**src/hw/rtl/rpct_pkg.sv**
```systemverilog
// ----------------------------------------------------------------------------
// rpct_pkg
// Shared sizes, status codes, register indexes and helper types for the
// rectangle placement and collision table.
// ----------------------------------------------------------------------------
package rpct_pkg;

   localparam int MAX_RECTS = 64;
   localparam int IDX_W     = $clog2(MAX_RECTS);
   localparam int CNT_W     = $clog2(MAX_RECTS + 1);
   localparam int CSR_IDX_W = 3;

   localparam logic [3:0] ST_STORED   = 4'd0;
   localparam logic [3:0] ST_NARROW   = 4'd1;
   localparam logic [3:0] ST_SHORT    = 4'd2;
   localparam logic [3:0] ST_XOUT     = 4'd3;
   localparam logic [3:0] ST_YOUT     = 4'd4;
   localparam logic [3:0] ST_COLLIDE  = 4'd5;
   localparam logic [3:0] ST_FULL     = 4'd6;
   localparam logic [3:0] ST_FOUND    = 4'd7;
   localparam logic [3:0] ST_NOTFOUND = 4'd8;

   localparam logic [CSR_IDX_W-1:0] CSR_MIN_WIDTH  = 3'd0;
   localparam logic [CSR_IDX_W-1:0] CSR_MIN_HEIGHT = 3'd1;
   localparam logic [CSR_IDX_W-1:0] CSR_FIELD_COLS = 3'd2;
   localparam logic [CSR_IDX_W-1:0] CSR_FIELD_ROWS = 3'd3;
   localparam logic [CSR_IDX_W-1:0] CSR_ROTATED    = 3'd4;

   localparam logic [7:0] RST_MIN_WIDTH  = 8'd3;
   localparam logic [7:0] RST_MIN_HEIGHT = 8'd3;
   localparam logic [7:0] RST_FIELD_COLS = 8'd80;
   localparam logic [7:0] RST_FIELD_ROWS = 8'd25;

   // controller to datapath
   typedef struct packed {
      logic capture;
      logic start;
      logic scan;
      logic commit;
   } rpct_cmd_type;

   // datapath to controller
   typedef struct packed {
      logic need_scan;
      logic scan_done;
      logic slot_free;
   } rpct_stat_type;

   // strict overlap of the inclusive spans [lo0, lo0+len0-1] and [lo1, lo1+len1-1]
   // a zero length span runs backwards by one cell, so take min and max of the ends
   function automatic logic spans_overlap(input logic [7:0] lo0, input logic [7:0] len0,
                                          input logic [7:0] lo1, input logic [7:0] len1);
      logic signed [9:0] a0, a1, b0, b1;
      logic signed [9:0] amax, amin, bmax, bmin;
      a0   = $signed({2'b00, lo0});
      a1   = $signed({2'b00, lo0}) + $signed({2'b00, len0}) - 10'sd1;
      b0   = $signed({2'b00, lo1});
      b1   = $signed({2'b00, lo1}) + $signed({2'b00, len1}) - 10'sd1;
      amax = (a0 > a1) ? a0 : a1;
      amin = (a0 < a1) ? a0 : a1;
      bmax = (b0 > b1) ? b0 : b1;
      bmin = (b0 < b1) ? b0 : b1;
      return (amax > bmin) && (amin < bmax);
   endfunction

endpackage

```
**src/hw/rtl/rpct_ifs.sv**
```systemverilog
// ----------------------------------------------------------------------------
// rpct channel interfaces
// Valid/ready channels for requests, responses and register writes.
// ----------------------------------------------------------------------------
interface rpct_req_if;
   logic       valid;
   logic       ready;
   logic       func;
   logic [7:0] corner_x;
   logic [7:0] corner_y;
   logic [7:0] rect_width;
   logic [7:0] rect_height;

   modport source (output valid, func, corner_x, corner_y, rect_width, rect_height,
                   input ready);
   modport sink   (input valid, func, corner_x, corner_y, rect_width, rect_height,
                   output ready);
endinterface

interface rpct_rsp_if;
   logic       valid;
   logic       ready;
   logic [3:0] status;
   logic [5:0] entry_index;

   modport source (output valid, status, entry_index, input ready);
   modport sink   (input valid, status, entry_index, output ready);
endinterface

interface rpct_csr_if;
   logic       valid;
   logic       ready;
   logic [2:0] index;
   logic [7:0] data;

   modport source (output valid, index, data, input ready);
   modport sink   (input valid, index, data, output ready);
endinterface

```
**src/hw/rtl/rect_placement_collision_table.sv**
```systemverilog
// ----------------------------------------------------------------------------
// rect_placement_collision_table
// Table of placed rectangles with insert-with-collision-test and find by corner.
// ----------------------------------------------------------------------------
// req_bus carries one request: func 0 inserts a rectangle, func 1 looks up a
// stored rectangle by its lower left corner. Each request gives one response
// on rsp_bus with a status code and an entry index. csr_bus writes the
// minimum size, field size and rotation registers; it is always ready.
// Requests are taken one at a time. An insert that fails a size or field
// check, any request on an empty table, or an insert into a full table goes
// from its checks straight to the response. Otherwise the table is walked one
// entry per cycle through the memory's single read port, ending early at the
// first collision or corner match.
// A finished response sits in the output register; while the receiver
// stalls the next request is still accepted and worked, and it waits only
// to post its own response. Reset empties the table and loads the register
// defaults; no clearing pass is needed, as only written entries are read.
// ----------------------------------------------------------------------------
module rect_placement_collision_table
   import rpct_pkg::*;
(
   input logic      clock,
   input logic      reset,
   rpct_req_if.sink req_bus,
   rpct_rsp_if.source rsp_bus,
   rpct_csr_if.sink csr_bus
);

   rpct_cmd_type  cmd;
   rpct_stat_type stat;

   rpct_ctrl u_ctrl (
      .clock     (clock),
      .reset     (reset),
      .req_valid (req_bus.valid),
      .req_ready (req_bus.ready),
      .stat      (stat),
      .cmd       (cmd)
   );

   rpct_datapath u_datapath (
      .clock           (clock),
      .reset           (reset),
      .cmd             (cmd),
      .stat            (stat),
      .req_func        (req_bus.func),
      .req_corner_x    (req_bus.corner_x),
      .req_corner_y    (req_bus.corner_y),
      .req_rect_width  (req_bus.rect_width),
      .req_rect_height (req_bus.rect_height),
      .csr_valid       (csr_bus.valid),
      .csr_ready       (csr_bus.ready),
      .csr_index       (csr_bus.index),
      .csr_data        (csr_bus.data),
      .rsp_ready       (rsp_bus.ready),
      .rsp_valid       (rsp_bus.valid),
      .rsp_status      (rsp_bus.status),
      .rsp_entry_index (rsp_bus.entry_index)
   );

`ifndef SYNTH
   // one request at a time
   a_busy_after_accept: assert property (@(posedge clock) disable iff (reset)
      (req_bus.valid && req_bus.ready) |=> !req_bus.ready)
      else $error("request accepted while a request is in progress");

   // response only posted into an empty or draining output register
   a_commit_slot_free: assert property (@(posedge clock) disable iff (reset)
      cmd.commit |-> stat.slot_free)
      else $error("response posted over a pending response");

   // a new response appears only after a commit
   a_rsp_from_commit: assert property (@(posedge clock) disable iff (reset)
      (rsp_bus.valid && !$past(rsp_bus.valid)) |-> $past(cmd.commit))
      else $error("response valid without a commit");
`endif

endmodule

```
**src/hw/rtl/rpct_ctrl.sv**
```systemverilog
// ----------------------------------------------------------------------------
// rpct_ctrl
// Sequencer: takes a request, runs the prechecks, walks the table and
// posts the response into the output register.
// ----------------------------------------------------------------------------
module rpct_ctrl
   import rpct_pkg::*;
(
   input  logic          clock,
   input  logic          reset,
   input  logic          req_valid,
   output logic          req_ready,
   input  rpct_stat_type stat,
   output rpct_cmd_type  cmd
);

   localparam logic [1:0] S_IDLE   = 2'd0;
   localparam logic [1:0] S_START  = 2'd1;
   localparam logic [1:0] S_SCAN   = 2'd2;
   localparam logic [1:0] S_FINISH = 2'd3;

   logic [1:0] state_ff, state_in;

   assign req_ready = (state_ff == S_IDLE);

   always_comb begin
      state_in    = state_ff;
      cmd.capture = 1'b0;
      cmd.start   = 1'b0;
      cmd.scan    = 1'b0;
      cmd.commit  = 1'b0;
      case (state_ff)
         S_IDLE: begin
            if (req_valid) begin
               cmd.capture = 1'b1;
               state_in    = S_START;
            end
         end
         S_START: begin
            cmd.start = 1'b1;
            state_in  = stat.need_scan ? S_SCAN : S_FINISH;
         end
         S_SCAN: begin
            cmd.scan = 1'b1;
            if (stat.scan_done) begin
               state_in = S_FINISH;
            end
         end
         S_FINISH: begin
            // wait for the output register to drain
            if (stat.slot_free) begin
               cmd.commit = 1'b1;
               state_in   = S_IDLE;
            end
         end
         default: begin
            state_in = S_IDLE;
         end
      endcase
   end

   always_ff @(posedge clock) begin
      if (reset) begin
         state_ff <= S_IDLE;
      end else begin
         state_ff <= state_in;
      end
   end

endmodule

```
**src/hw/rtl/rpct_datapath.sv**
```systemverilog
// ----------------------------------------------------------------------------
// rpct_datapath
// Configuration registers, rectangle memory, prechecks, scan compare and
// the response register.
// ----------------------------------------------------------------------------
module rpct_datapath
   import rpct_pkg::*;
(
   input  logic                 clock,
   input  logic                 reset,
   input  rpct_cmd_type         cmd,
   output rpct_stat_type        stat,
   input  logic                 req_func,
   input  logic [7:0]           req_corner_x,
   input  logic [7:0]           req_corner_y,
   input  logic [7:0]           req_rect_width,
   input  logic [7:0]           req_rect_height,
   input  logic                 csr_valid,
   output logic                 csr_ready,
   input  logic [CSR_IDX_W-1:0] csr_index,
   input  logic [7:0]           csr_data,
   input  logic                 rsp_ready,
   output logic                 rsp_valid,
   output logic [3:0]           rsp_status,
   output logic [5:0]           rsp_entry_index
);

   // request held for the whole operation
   logic       func_ff;
   logic [7:0] x_ff, y_ff, w_ff, h_ff;

   logic [7:0] min_width_ff, min_height_ff, field_cols_ff, field_rows_ff;
   logic       rotated_ff;

   logic [CNT_W-1:0] count_ff, count_in;
   logic [CNT_W-1:0] scan_ptr_ff, scan_ptr_in;
   logic             rd_vld_ff;
   logic [IDX_W-1:0] rd_idx_ff;
   logic [31:0]      rd_data_ff;
   logic [31:0]      rect_mem [MAX_RECTS];

   logic [3:0]       res_status_ff, res_status_in;
   logic [IDX_W-1:0] res_index_ff, res_index_in;

   logic             rsp_valid_ff, rsp_valid_in;
   logic [3:0]       rsp_status_ff;
   logic [IDX_W-1:0] rsp_index_ff;
   logic [31:0]      rsp_index_wide;

   logic [3:0] pre_code;
   logic [7:0] lim_x, lim_y;
   logic       x_ok, y_ok;
   logic       issue, hit, last, store;

   always_ff @(posedge clock) begin
      if (cmd.capture) begin
         func_ff <= req_func;
         x_ff    <= req_corner_x;
         y_ff    <= req_corner_y;
         w_ff    <= req_rect_width;
         h_ff    <= req_rect_height;
      end
   end

   assign csr_ready = 1'b1;

   always_ff @(posedge clock) begin
      if (reset) begin
         min_width_ff  <= RST_MIN_WIDTH;
         min_height_ff <= RST_MIN_HEIGHT;
         field_cols_ff <= RST_FIELD_COLS;
         field_rows_ff <= RST_FIELD_ROWS;
         rotated_ff    <= 1'b0;
      end else if (csr_valid) begin
         case (csr_index)
            CSR_MIN_WIDTH:  min_width_ff  <= csr_data;
            CSR_MIN_HEIGHT: min_height_ff <= csr_data;
            CSR_FIELD_COLS: field_cols_ff <= csr_data;
            CSR_FIELD_ROWS: field_rows_ff <= csr_data;
            CSR_ROTATED:    rotated_ff    <= csr_data[0];
            default: ;
         endcase
      end
   end

   // prechecks, first failing one wins
   assign lim_x = rotated_ff ? field_rows_ff : field_cols_ff;
   assign lim_y = rotated_ff ? field_cols_ff : field_rows_ff;
   assign x_ok  = (x_ff != 8'd0) && (({1'b0, x_ff} + {1'b0, w_ff}) < ({1'b0, lim_x} + 9'd1));
   assign y_ok  = (y_ff != 8'd0) && (({1'b0, y_ff} + {1'b0, h_ff}) < ({1'b0, lim_y} + 9'd1));

   always_comb begin
      if (func_ff) begin
         pre_code = ST_NOTFOUND;
      end else if (w_ff < min_width_ff) begin
         pre_code = ST_NARROW;
      end else if (h_ff < min_height_ff) begin
         pre_code = ST_SHORT;
      end else if (!x_ok) begin
         pre_code = ST_XOUT;
      end else if (!y_ok) begin
         pre_code = ST_YOUT;
      end else if (count_ff >= CNT_W'(MAX_RECTS)) begin
         pre_code = ST_FULL;
      end else begin
         pre_code = ST_STORED;
      end
   end

   // table walk: one read issued per cycle, compared in the next cycle
   assign issue = cmd.scan && (scan_ptr_ff < count_ff);

   always_comb begin
      scan_ptr_in = scan_ptr_ff;
      if (cmd.start) begin
         scan_ptr_in = '0;
      end else if (issue) begin
         scan_ptr_in = scan_ptr_ff + CNT_W'(1);
      end
   end

   always_comb begin
      if (func_ff) begin
         hit = rd_vld_ff && (rd_data_ff[7:0] == x_ff) && (rd_data_ff[15:8] == y_ff);
      end else begin
         hit = rd_vld_ff
               && spans_overlap(x_ff, w_ff, rd_data_ff[7:0], rd_data_ff[23:16])
               && spans_overlap(y_ff, h_ff, rd_data_ff[15:8], rd_data_ff[31:24]);
      end
   end

   assign last  = rd_vld_ff && ((CNT_W'(rd_idx_ff) + CNT_W'(1)) == count_ff);
   assign store = cmd.commit && (res_status_ff == ST_STORED);

   assign stat.need_scan = ((func_ff) || (pre_code == ST_STORED)) && (count_ff != '0);
   assign stat.scan_done = hit || last;
   assign stat.slot_free = !rsp_valid_ff || rsp_ready;

   always_comb begin
      res_status_in = res_status_ff;
      res_index_in  = res_index_ff;
      if (cmd.start) begin
         res_status_in = pre_code;
         res_index_in  = '0;
      end else if (cmd.scan && hit) begin
         res_status_in = func_ff ? ST_FOUND : ST_COLLIDE;
         res_index_in  = func_ff ? rd_idx_ff : '0;
      end
   end

   assign count_in     = store ? (count_ff + CNT_W'(1)) : count_ff;
   assign rsp_valid_in = cmd.commit ? 1'b1 : (rsp_ready ? 1'b0 : rsp_valid_ff);

   always_ff @(posedge clock) begin
      if (reset) begin
         count_ff     <= '0;
         scan_ptr_ff  <= '0;
         rd_vld_ff    <= 1'b0;
         rsp_valid_ff <= 1'b0;
      end else begin
         count_ff     <= count_in;
         scan_ptr_ff  <= scan_ptr_in;
         rd_vld_ff    <= issue;
         rsp_valid_ff <= rsp_valid_in;
      end
   end

   always_ff @(posedge clock) begin
      res_status_ff <= res_status_in;
      res_index_ff  <= res_index_in;
      if (cmd.commit) begin
         rsp_status_ff <= res_status_ff;
         rsp_index_ff  <= store ? count_ff[IDX_W-1:0] : res_index_ff;
      end
   end

   // rectangle memory, x y width height one byte each
   always_ff @(posedge clock) begin
      if (store) begin
         rect_mem[count_ff[IDX_W-1:0]] <= {h_ff, w_ff, y_ff, x_ff};
      end
      if (issue) begin
         rd_data_ff <= rect_mem[scan_ptr_ff[IDX_W-1:0]];
         rd_idx_ff  <= scan_ptr_ff[IDX_W-1:0];
      end
   end

   assign rsp_index_wide  = 32'(rsp_index_ff);
   assign rsp_valid       = rsp_valid_ff;
   assign rsp_status      = rsp_status_ff;
   assign rsp_entry_index = rsp_index_wide[5:0];

endmodule
```
**src/flat_wrapper.sv**
```systemverilog
// flat-port wrapper written by rule: the top's interface ports become plain ports
module rect_placement_collision_table_flat import rpct_pkg::*;
  (clock, reset, req_bus_valid, req_bus_func, req_bus_corner_x, req_bus_corner_y, req_bus_rect_width, req_bus_rect_height, req_bus_ready, rsp_bus_valid, rsp_bus_status, rsp_bus_entry_index, rsp_bus_ready, csr_bus_valid, csr_bus_index, csr_bus_data, csr_bus_ready);
  rpct_req_if req_bus_i ();
  rpct_rsp_if rsp_bus_i ();
  rpct_csr_if csr_bus_i ();
  input logic clock;
  input logic reset;
  input wire logic [$bits(req_bus_i.valid)-1:0] req_bus_valid;
  input wire logic [$bits(req_bus_i.func)-1:0] req_bus_func;
  input wire logic [$bits(req_bus_i.corner_x)-1:0] req_bus_corner_x;
  input wire logic [$bits(req_bus_i.corner_y)-1:0] req_bus_corner_y;
  input wire logic [$bits(req_bus_i.rect_width)-1:0] req_bus_rect_width;
  input wire logic [$bits(req_bus_i.rect_height)-1:0] req_bus_rect_height;
  output wire logic [$bits(req_bus_i.ready)-1:0] req_bus_ready;
  output wire logic [$bits(rsp_bus_i.valid)-1:0] rsp_bus_valid;
  output wire logic [$bits(rsp_bus_i.status)-1:0] rsp_bus_status;
  output wire logic [$bits(rsp_bus_i.entry_index)-1:0] rsp_bus_entry_index;
  input wire logic [$bits(rsp_bus_i.ready)-1:0] rsp_bus_ready;
  input wire logic [$bits(csr_bus_i.valid)-1:0] csr_bus_valid;
  input wire logic [$bits(csr_bus_i.index)-1:0] csr_bus_index;
  input wire logic [$bits(csr_bus_i.data)-1:0] csr_bus_data;
  output wire logic [$bits(csr_bus_i.ready)-1:0] csr_bus_ready;
  assign req_bus_i.valid = req_bus_valid;
  assign req_bus_i.func = req_bus_func;
  assign req_bus_i.corner_x = req_bus_corner_x;
  assign req_bus_i.corner_y = req_bus_corner_y;
  assign req_bus_i.rect_width = req_bus_rect_width;
  assign req_bus_i.rect_height = req_bus_rect_height;
  assign req_bus_ready = req_bus_i.ready;
  assign rsp_bus_valid = rsp_bus_i.valid;
  assign rsp_bus_status = rsp_bus_i.status;
  assign rsp_bus_entry_index = rsp_bus_i.entry_index;
  assign rsp_bus_i.ready = rsp_bus_ready;
  assign csr_bus_i.valid = csr_bus_valid;
  assign csr_bus_i.index = csr_bus_index;
  assign csr_bus_i.data = csr_bus_data;
  assign csr_bus_ready = csr_bus_i.ready;
  rect_placement_collision_table u_core (.clock(clock), .reset(reset), .req_bus(req_bus_i), .rsp_bus(rsp_bus_i), .csr_bus(csr_bus_i));
endmodule
```
**config.mk**
```make
export PLATFORM = sky130hd
export DESIGN_NAME = rect_placement_collision_table_flat
export DESIGN_NICKNAME = d
export VERILOG_FILES = /design/src/hw/rtl/rpct_pkg.sv /design/src/hw/rtl/rpct_ifs.sv /design/src/hw/rtl/rect_placement_collision_table.sv /design/src/hw/rtl/rpct_ctrl.sv /design/src/hw/rtl/rpct_datapath.sv /design/src/flat_wrapper.sv
export SDC_FILE = /design/constraint.sdc
export NUM_CORES = 2
export LEC_CHECK = 0
export CORE_MARGIN = 10
export CORE_UTILIZATION = 55
export DETAILED_ROUTE_END_ITERATION = 7
export DONT_BUFFER_PORTS = 1
export PLACE_DENSITY = 0.73
export SLEW_MARGIN = 20
export SYNTH_ARGS = -nofsm -noshare
export SYNTH_HDL_FRONTEND = slang
export SYNTH_SLANG_ARGS = --single-unit
```
**constraint.sdc**
```tcl
create_clock -name clock -period 8.9 [get_ports clock]
set_clock_uncertainty 0.2 [all_clocks]
set_input_delay 0.445 -clock clock [delete_from_list [all_inputs] [get_ports clock]]
set_output_delay 0.445 -clock clock [all_outputs]
set_load 0.01 [all_outputs]
```
# Yosys cells after proc, flatten, opt, wreduce, memory -nomap -nowiden
# Memory sizes are Yosys's and may differ from the RTL's. A register that Yosys moved wholly into a read port is not among the register bits.
# Cells that the tools add are included.
dict set report classes {
  n_addsub 15
  muxes 37
  n_lt_le_gt_ge 18
  n_reduce_logical 33
  n_eq_ne 13
}
# op n
set op_table {}
lappend op_table {{two-way mux 10 bit} 8}
lappend op_table {{adder 8 x 8 -> 9 bit} 6}
lappend op_table {{greater-than comparator 9 x 10 -> 1 bit} 4}
lappend op_table {{< comparator 9 x 10 -> 1 bit} 4}
lappend op_table {{subtractor 9 x 1 -> 10 bit (second input constant)} 4}
lappend op_table {{greater-than comparator 10 bit} 2}
lappend op_table {{< comparator 10 bit} 2}
lappend op_table {{adder 8 x 1 -> 9 bit (second input constant)} 2}
lappend op_table {{< comparator 9 bit} 2}
lappend op_table {{== test 8 bit} 2}
lappend op_table {{< comparator 8 bit} 2}
lappend op_table {{two-way mux 8 bit} 2}
lappend op_table {{nonzero test 8 bit} 2}
lappend op_table {{two-way mux 3 bit} 5}
lappend op_table {{adder 7 x 1 -> 7 bit (second input constant)} 2}
lappend op_table {{logical AND 1 bit} 13}
lappend op_table {{two-way mux 1 bit} 12}
lappend op_table {{two-way mux 4 bit} 3}
lappend op_table {{two-way mux 6 bit} 2}
lappend op_table {{AND reduction 2 bit} 5}
lappend op_table {{logical NOT 4 bit} 2}
lappend op_table {{two-way mux 2 bit} 4}
lappend op_table {{case mux 2 bit (4 select lines)} 1}
lappend op_table {{adder 6 x 1 -> 7 bit (second input constant)} 1}
lappend op_table {{18 further kinds} 24}
dict set report totals {
  mem_bits_rw 2048
  ff_bits 110
  n_memories 1
  output_inout_bits 13
  in_bits 49
  word_cells 137
}
# name words width read_ports rd_clocked_by_memory_dff write_ports line
set memory_table {}
lappend memory_table {u_core.u_datapath.rect_mem 64 32 1 1 1 rpct_datapath.sv:40} ;# logic [31:0] rect_mem [MAX_RECTS];

# Logic depth before layout (Yosys ltp)
dict set report logic_depth {
  depth_word 14
  mapped_depth 32
  depth_no_buf 30
}

# By module
# From an unflattened synthesis, not the netlist that was laid out.
dict set report hier_totals {
  hier_cells 4271
  hier_area_um2 89524.6
}
# module cells_per_inst area_per_inst_um2 n_inst seq_area_each_um2
set by_module_without_submodules {}
lappend by_module_without_submodules {rpct_datapath 4246 89305.7 1 65152.5}
lappend by_module_without_submodules {rpct_ctrl 25 219.0 1 40.0}

# Least setup slack after synthesis
# No wires, ideal clock.
dict set report synth_path {
  path_type {register -> register}
  from {register u_core.u_datapath.y_ff[1]}
  to {register u_core.u_datapath.res_status_ff[0] (enable)}
  setup_slack_ns 1.644
  required_ns 8.416
  setup_ns 0.284
  period_less_slack_ns 7.256
  n_path_buf 1
  stages_incl_launch_ff 32
  arrival_time_ns 6.771
  cell_sequence {edfxtp_1 -> inv_1 -> ha_1 -> inv_1 -> ha_1 -> inv_1 -> fa_1 -> nor2b_1 -> o21a_1 -> nor2_1 -> xor2_1 -> ha_1 -> nand3_1 -> o22ai_1 -> o21ai_0 -> nand2b_1 -> a21oi_1 -> nor2_1 -> nand2_1 -> ha_1 -> clkbuf_1 -> a21oi_2 -> mux2i_1 -> ha_1 -> a21o_1 -> a21oi_1 -> a31oi_1 -> or4b_2 -> o2111ai_1 -> nor2_1 -> o221ai_2 -> nand2b_1}
}
dict set report synth_via {
  elab_chain_cells 10
  elab_cells_between_ends 15
  classes_between {add/sub: 2; order compare: 4; eq/ne: 1; mux: 3; reduce/logical: 5}
}
# item line
set synth_rtl {}
lappend synth_rtl {{start: declaration} rpct_datapath.sv:30} ;# logic [7:0] x_ff, y_ff, w_ff, h_ff;
lappend synth_rtl {{start signal: assignment} rpct_datapath.sv:59} ;# y_ff <= req_corner_y;
lappend synth_rtl {{adder 8 x 8 -> 9 bit} rpct_pkg.sv:56} ;# a1 = $signed({2'b00, lo0}) + $signed({2'b00, len0}) - 10'sd1;
lappend synth_rtl {{subtractor 9 x 1 -> 10 bit} rpct_pkg.sv:56}
lappend synth_rtl {{greater-than comparator 9 x 10 -> 1 bit or < comparator 9 x 10 -> 1 bit (tied branches)} {rpct_pkg.sv:59, rpct_pkg.sv:60}}
lappend synth_rtl {{two-way mux 10 bit, on equally long branches} {rpct_pkg.sv:59, rpct_pkg.sv:60}}
lappend synth_rtl {{greater-than comparator 10 bit or < comparator 10 bit (tied branches)} rpct_pkg.sv:63} ;# return (amax > bmin) && (amin < bmax);
lappend synth_rtl {{logical AND 1 bit} rpct_pkg.sv:63}
lappend synth_rtl {{logical AND 1 bit} rpct_datapath.sv:128} ;# && spans_overlap(y_ff, h_ff, rd_data_ff[15:8], rd_data_ff[31:24]);
lappend synth_rtl {{two-way mux 1 bit (*)} rpct_datapath.sv:123} ;# if (func_ff) begin
lappend synth_rtl {{logical AND 1 bit (*)} rpct_datapath.sv:145} ;# end else if (cmd.scan && hit) begin
lappend synth_rtl {{nonzero test 2 bit (no source line) (*)} --}
lappend synth_rtl {{end signal: assignment} rpct_datapath.sv:169} ;# res_status_ff <= res_status_in;
lappend synth_rtl {{end: declaration} rpct_datapath.sv:42} ;# logic [3:0] res_status_ff, res_status_in;
# Every way passes the cells marked *; elsewhere a longest branch is shown, timed or not.
# A chain may end at the register's enable or synchronous reset.

# Final worst setup path
dict set report layout_path {
  from {register u_core.u_datapath.y_ff[2]}
  to {register u_core.u_datapath.res_status_ff[0] (enable)}
}
# The elaborated chain is that of the path after synthesis.

==> results.md <==
* Min Clock Period, post-route at 7.35 ns
* Maximum frequency from static timing analysis at 136 MHz
* Global-route wire length before repair at 332,000 um
* Result of the run: finished clean
* Pre-antenna DRT Iters at 7
* Drt total wl at 233,000 um
* Setup repair after global routing missed its margin: no
* Area growth from synthesis to layout at 12.3%
* Clock root cell: sky130_fd_sc_hd__clkbuf_16
* Number of cells in the design after placement at 6,374
* Net Count, Synth at 4,515
* Clock tree from TritonCTS: done
* Global router's overall resource usage at 25.9%
* Yosys top cell area share at 71.6%
* Leading post-synthesis cells by cell area: sky130_fd_sc_hd__edfxtp_1 (72%), sky130_fd_sc_hd__mux4_2 (17%), sky130_fd_sc_hd__ha_1 (2.7%), sky130_fd_sc_hd__dfxtp_1 (1.3%), sky130_fd_sc_hd__mux2i_1 (0.77%)
* Largest net degree at the start of global routing at 112
* Number of buffers inserted during clock tree synthesis at 208
* Most frequent cells in the layout: sky130_fd_sc_hd__edfxtp_1 (2,133), sky130_fd_sc_hd__mux4_2 (672), sky130_fd_sc_hd__clkbuf_16 (209)
* Routed vias/inst at 6.62
* Cell at the slowest stage of the critical path: sky130_fd_sc_hd__or4b_2
* Slew Limit Fails at 0
* Clock tree sinks at 2,190
* Number of enable flip-flop cells after synthesis at 2,133
* DRC violation count after routing at 0
* Max clock buf depth at 3
* Kind of critical path: reg -> reg
* Yosys warns at 0
* Largest fanout on the critical path at 20
* Area of the core region at 161,000 um^2
* Die area at 179,000 um^2
* Relative slew slack at 23.6%
* Number of nets with antenna violations after detailed routing at 0
* Vias in the first global route at 44.6k
* Pleak at 0.0313 uW
* WL/cell at 34.1 um
* Maximum ir drop on the vdd rail at 0.209 mV
* Required @ worst endpoint at 9.24 ns
* Crit share post-route at 82.6%
* Clock latency of the later-clocked register in the worst-skew pair at 0.85 ns
* Data arrival time of the worst path at 7.70 ns
* DIE HEIGHT at 423 um
* Sum of net half-perimeters after detailed placement at 131,000 um
* # Post-CTS Setup Buffers at 0
* Max-cap violation count at 0
* Setup tns final at 0 ns
* Post-synthesis sequential element count at 2,190
* Final RePlAce weighted congestion at 0.898
* Horizontal extent of the die at 423 um
* Initial antenna violation count at 29
* Actual transition at the worst max-transition pin at 1.14 ns
* Placement row count at 147
* Setup violations, final at 0
* I/O pin total at 62
* Cell area power density at 233 nW/um^2
* Cell depth of the worst flop-to-flop path at 28
* Worst hold slack after final layout at 0.0525 ns
* Startpoint kind of the worst setup timing path: register
* Hold path depth at 1
* Ys async rst share at 0%
* Avg Cell Area, Syn at 21.0 um^2
* Level count of the clock H-tree at 4
* Setup crit end kind: register
* Max FFs per register at 2,048
* Path type of the worst min-delay path: in -> reg
* Via count at 45.3k
* Post-Syn Instances at 4,266
* Layout cells sized above 1 at 25.6%
* Delay of the slowest cell on the worst path at 0.65 ns
* Clock-pin slew on the worst setup and hold paths at 0.06 ns
* Critical Path Most Common Cell: sky130_fd_sc_hd__ha_1
* Number of distinct library cells after synthesis at 65
* Post-CTS sizing at 0
* Most frequent standard cell in the layout excluding fill and tap cells: sky130_fd_sc_hd__edfxtp_1
* Drt initial violations at 6,303
* Sequential cell area fraction in the yosys report at 72.9%
* Power after layout at 23,400 uW
* Ys flop type: sky130_fd_sc_hd__edfxtp_1
* Starting Density at 55.5%
* Count of non-filler cells in the finished layout at 6,841
* Most area-hungry cell type in the Yosys netlist: sky130_fd_sc_hd__edfxtp_1
* Port bufs at 0
* Number of nets in the layout at 4,749
* Hold Fails Final Rpt at 0
* Cell area after technology mapping at 89,500 um^2
* Overall overflow remaining after global route at 0
## cell usage after synthesis (3+ instances only)
| cell type | count |
|---|---|
| sky130_fd_sc_hd__a21oi_1 | 81 |
| sky130_fd_sc_hd__nand4_1 | 16 |
| sky130_fd_sc_hd__a21o_1 | 22 |
| sky130_fd_sc_hd__mux2i_1 | 69 |
| sky130_fd_sc_hd__inv_1 | 171 |
| sky130_fd_sc_hd__nor3b_1 | 3 |
| sky130_fd_sc_hd__o2111ai_1 | 5 |
| sky130_fd_sc_hd__nor4_1 | 12 |
| sky130_fd_sc_hd__o31ai_1 | 3 |
| sky130_fd_sc_hd__buf_2 | 35 |
| sky130_fd_sc_hd__a2111oi_0 | 3 |
| sky130_fd_sc_hd__xor2_1 | 39 |
| sky130_fd_sc_hd__fa_1 | 10 |
| sky130_fd_sc_hd__o21ai_0 | 52 |
| sky130_fd_sc_hd__o211ai_1 | 3 |
| sky130_fd_sc_hd__buf_4 | 14 |
| sky130_fd_sc_hd__nand2_1 | 124 |
| sky130_fd_sc_hd__nand3_1 | 48 |
| sky130_fd_sc_hd__edfxtp_1 | 2133 |
| sky130_fd_sc_hd__ha_1 | 190 |
| sky130_fd_sc_hd__nand3b_1 | 6 |
| sky130_fd_sc_hd__nor2_1 | 146 |
| sky130_fd_sc_hd__a31oi_1 | 7 |
| sky130_fd_sc_hd__nor3_1 | 16 |
| sky130_fd_sc_hd__or3_1 | 11 |
| sky130_fd_sc_hd__and2_1 | 11 |
| sky130_fd_sc_hd__xnor2_1 | 45 |
| sky130_fd_sc_hd__nor2b_1 | 22 |
| sky130_fd_sc_hd__o21bai_1 | 11 |
| sky130_fd_sc_hd__mux4_2 | 672 |
| sky130_fd_sc_hd__buf_6 | 3 |
| sky130_fd_sc_hd__a211oi_1 | 3 |
| sky130_fd_sc_hd__nand2b_1 | 23 |
| sky130_fd_sc_hd__o21a_1 | 12 |
| sky130_fd_sc_hd__clkbuf_1 | 106 |
| sky130_fd_sc_hd__o41ai_1 | 4 |
| sky130_fd_sc_hd__o22ai_1 | 5 |
| sky130_fd_sc_hd__mux2_2 | 9 |
| sky130_fd_sc_hd__a21oi_2 | 3 |
| sky130_fd_sc_hd__dfxtp_1 | 57 |
| sky130_fd_sc_hd__and3_1 | 3 |
| sky130_fd_sc_hd__buf_1 | 27 |
## kinds of logic (layout without fill, tap and decap cells)
family          Yosys count  in the layout  share of synthesized area [%]
flops                  2190           2190                           72.9
fa+ha+maj               201            201                           2.89
mux                     750            750                           17.8
simple gates            454            454                           2.37
buf+inv                 358            763                           1.64
other cells               1             11                        0.00419
xor+xnor                 84             84                          0.822
compound gates          228            228                           1.59
## stage by stage
step / utilization [%] / worst slack [ns] / cell area [um^2]
floorplan: - / 1.64 / 89500
global placement: 57.7 / 1.64 / 93000
detailed placement: 57.7 / 1.63 / 93000
CTS: 62.3 / 1.62 / 100000
global route: 62.4 / 1.10 / 100000
finish: 62.4 / 1.55 / 100000
## what timing repair did
action / in CTS / in global routing
hold buffers: 76 / 0
hold endpoints to repair: 84 / 0
setup endpoints to repair: 0 / 0
## power breakdown
part | leakage [uW] | internal, uW | total [uW] | switching (uW)
combinational | 0.00838 | 872 | 2810 | 1940
sequential | 0.0196 | 11800 | 11900 | 51.2
clock | 0.00327 | 4920 | 8730 | 3810
total | 0.0313 | 17600 | 23400 | 5800
## final timing paths
path                                      start                            endpoint  slack, ns
max reg2reg           u_core.u_datapath.y_ff[2]  u_core.u_datapath.res_status_ff[0]       1.55
min reg2reg  u_core.u_datapath.res_status_ff[1]     u_core.u_datapath.rsp_status[1]       0.25
max                   u_core.u_datapath.y_ff[2]  u_core.u_datapath.res_status_ff[0]       1.55
min                      req_bus_rect_height[6]           u_core.u_datapath.h_ff[6]       0.05
## layer usage
metal,GRT usage (%),vias up,routed length [um]
li1,-,18100,-
met4,7.69,20,7130
met2,39.9,2616,110000
met1,37.8,24200,91300
met5,0,-,125
met3,5.33,384,24100
## critical path, delay by kind of cell (launching register included)
kind                       cells  cell delay, ns
AOI/OAI and AO/OA             11            2.56
adders and majority gates      5            1.69
and+or+nand+nor                8            1.39
xor gates and xnor gates       1            0.38
DFF                            1            0.37
muxes                          1            0.27
buffers and inverters          2            0.18
## layout make-up
| cell class | instances | area [um^2] |
|---|---|---|
| Antenna cell | 10 | 25.0 |
| Clock buffer | 258 | 5460 |
| Clock inverter | 123 | 1260 |
| Fill cell | 10900 | 60600 |
| Inverter | 173 | 649 |
| Multi-Input combinational cell | 1718 | 23300 |
| Sequential cell | 2190 | 65200 |
| Tap cell | 2160 | 2700 |
| Timing Repair Buffer | 209 | 1870 |
(Power assumes the default switching activity.)
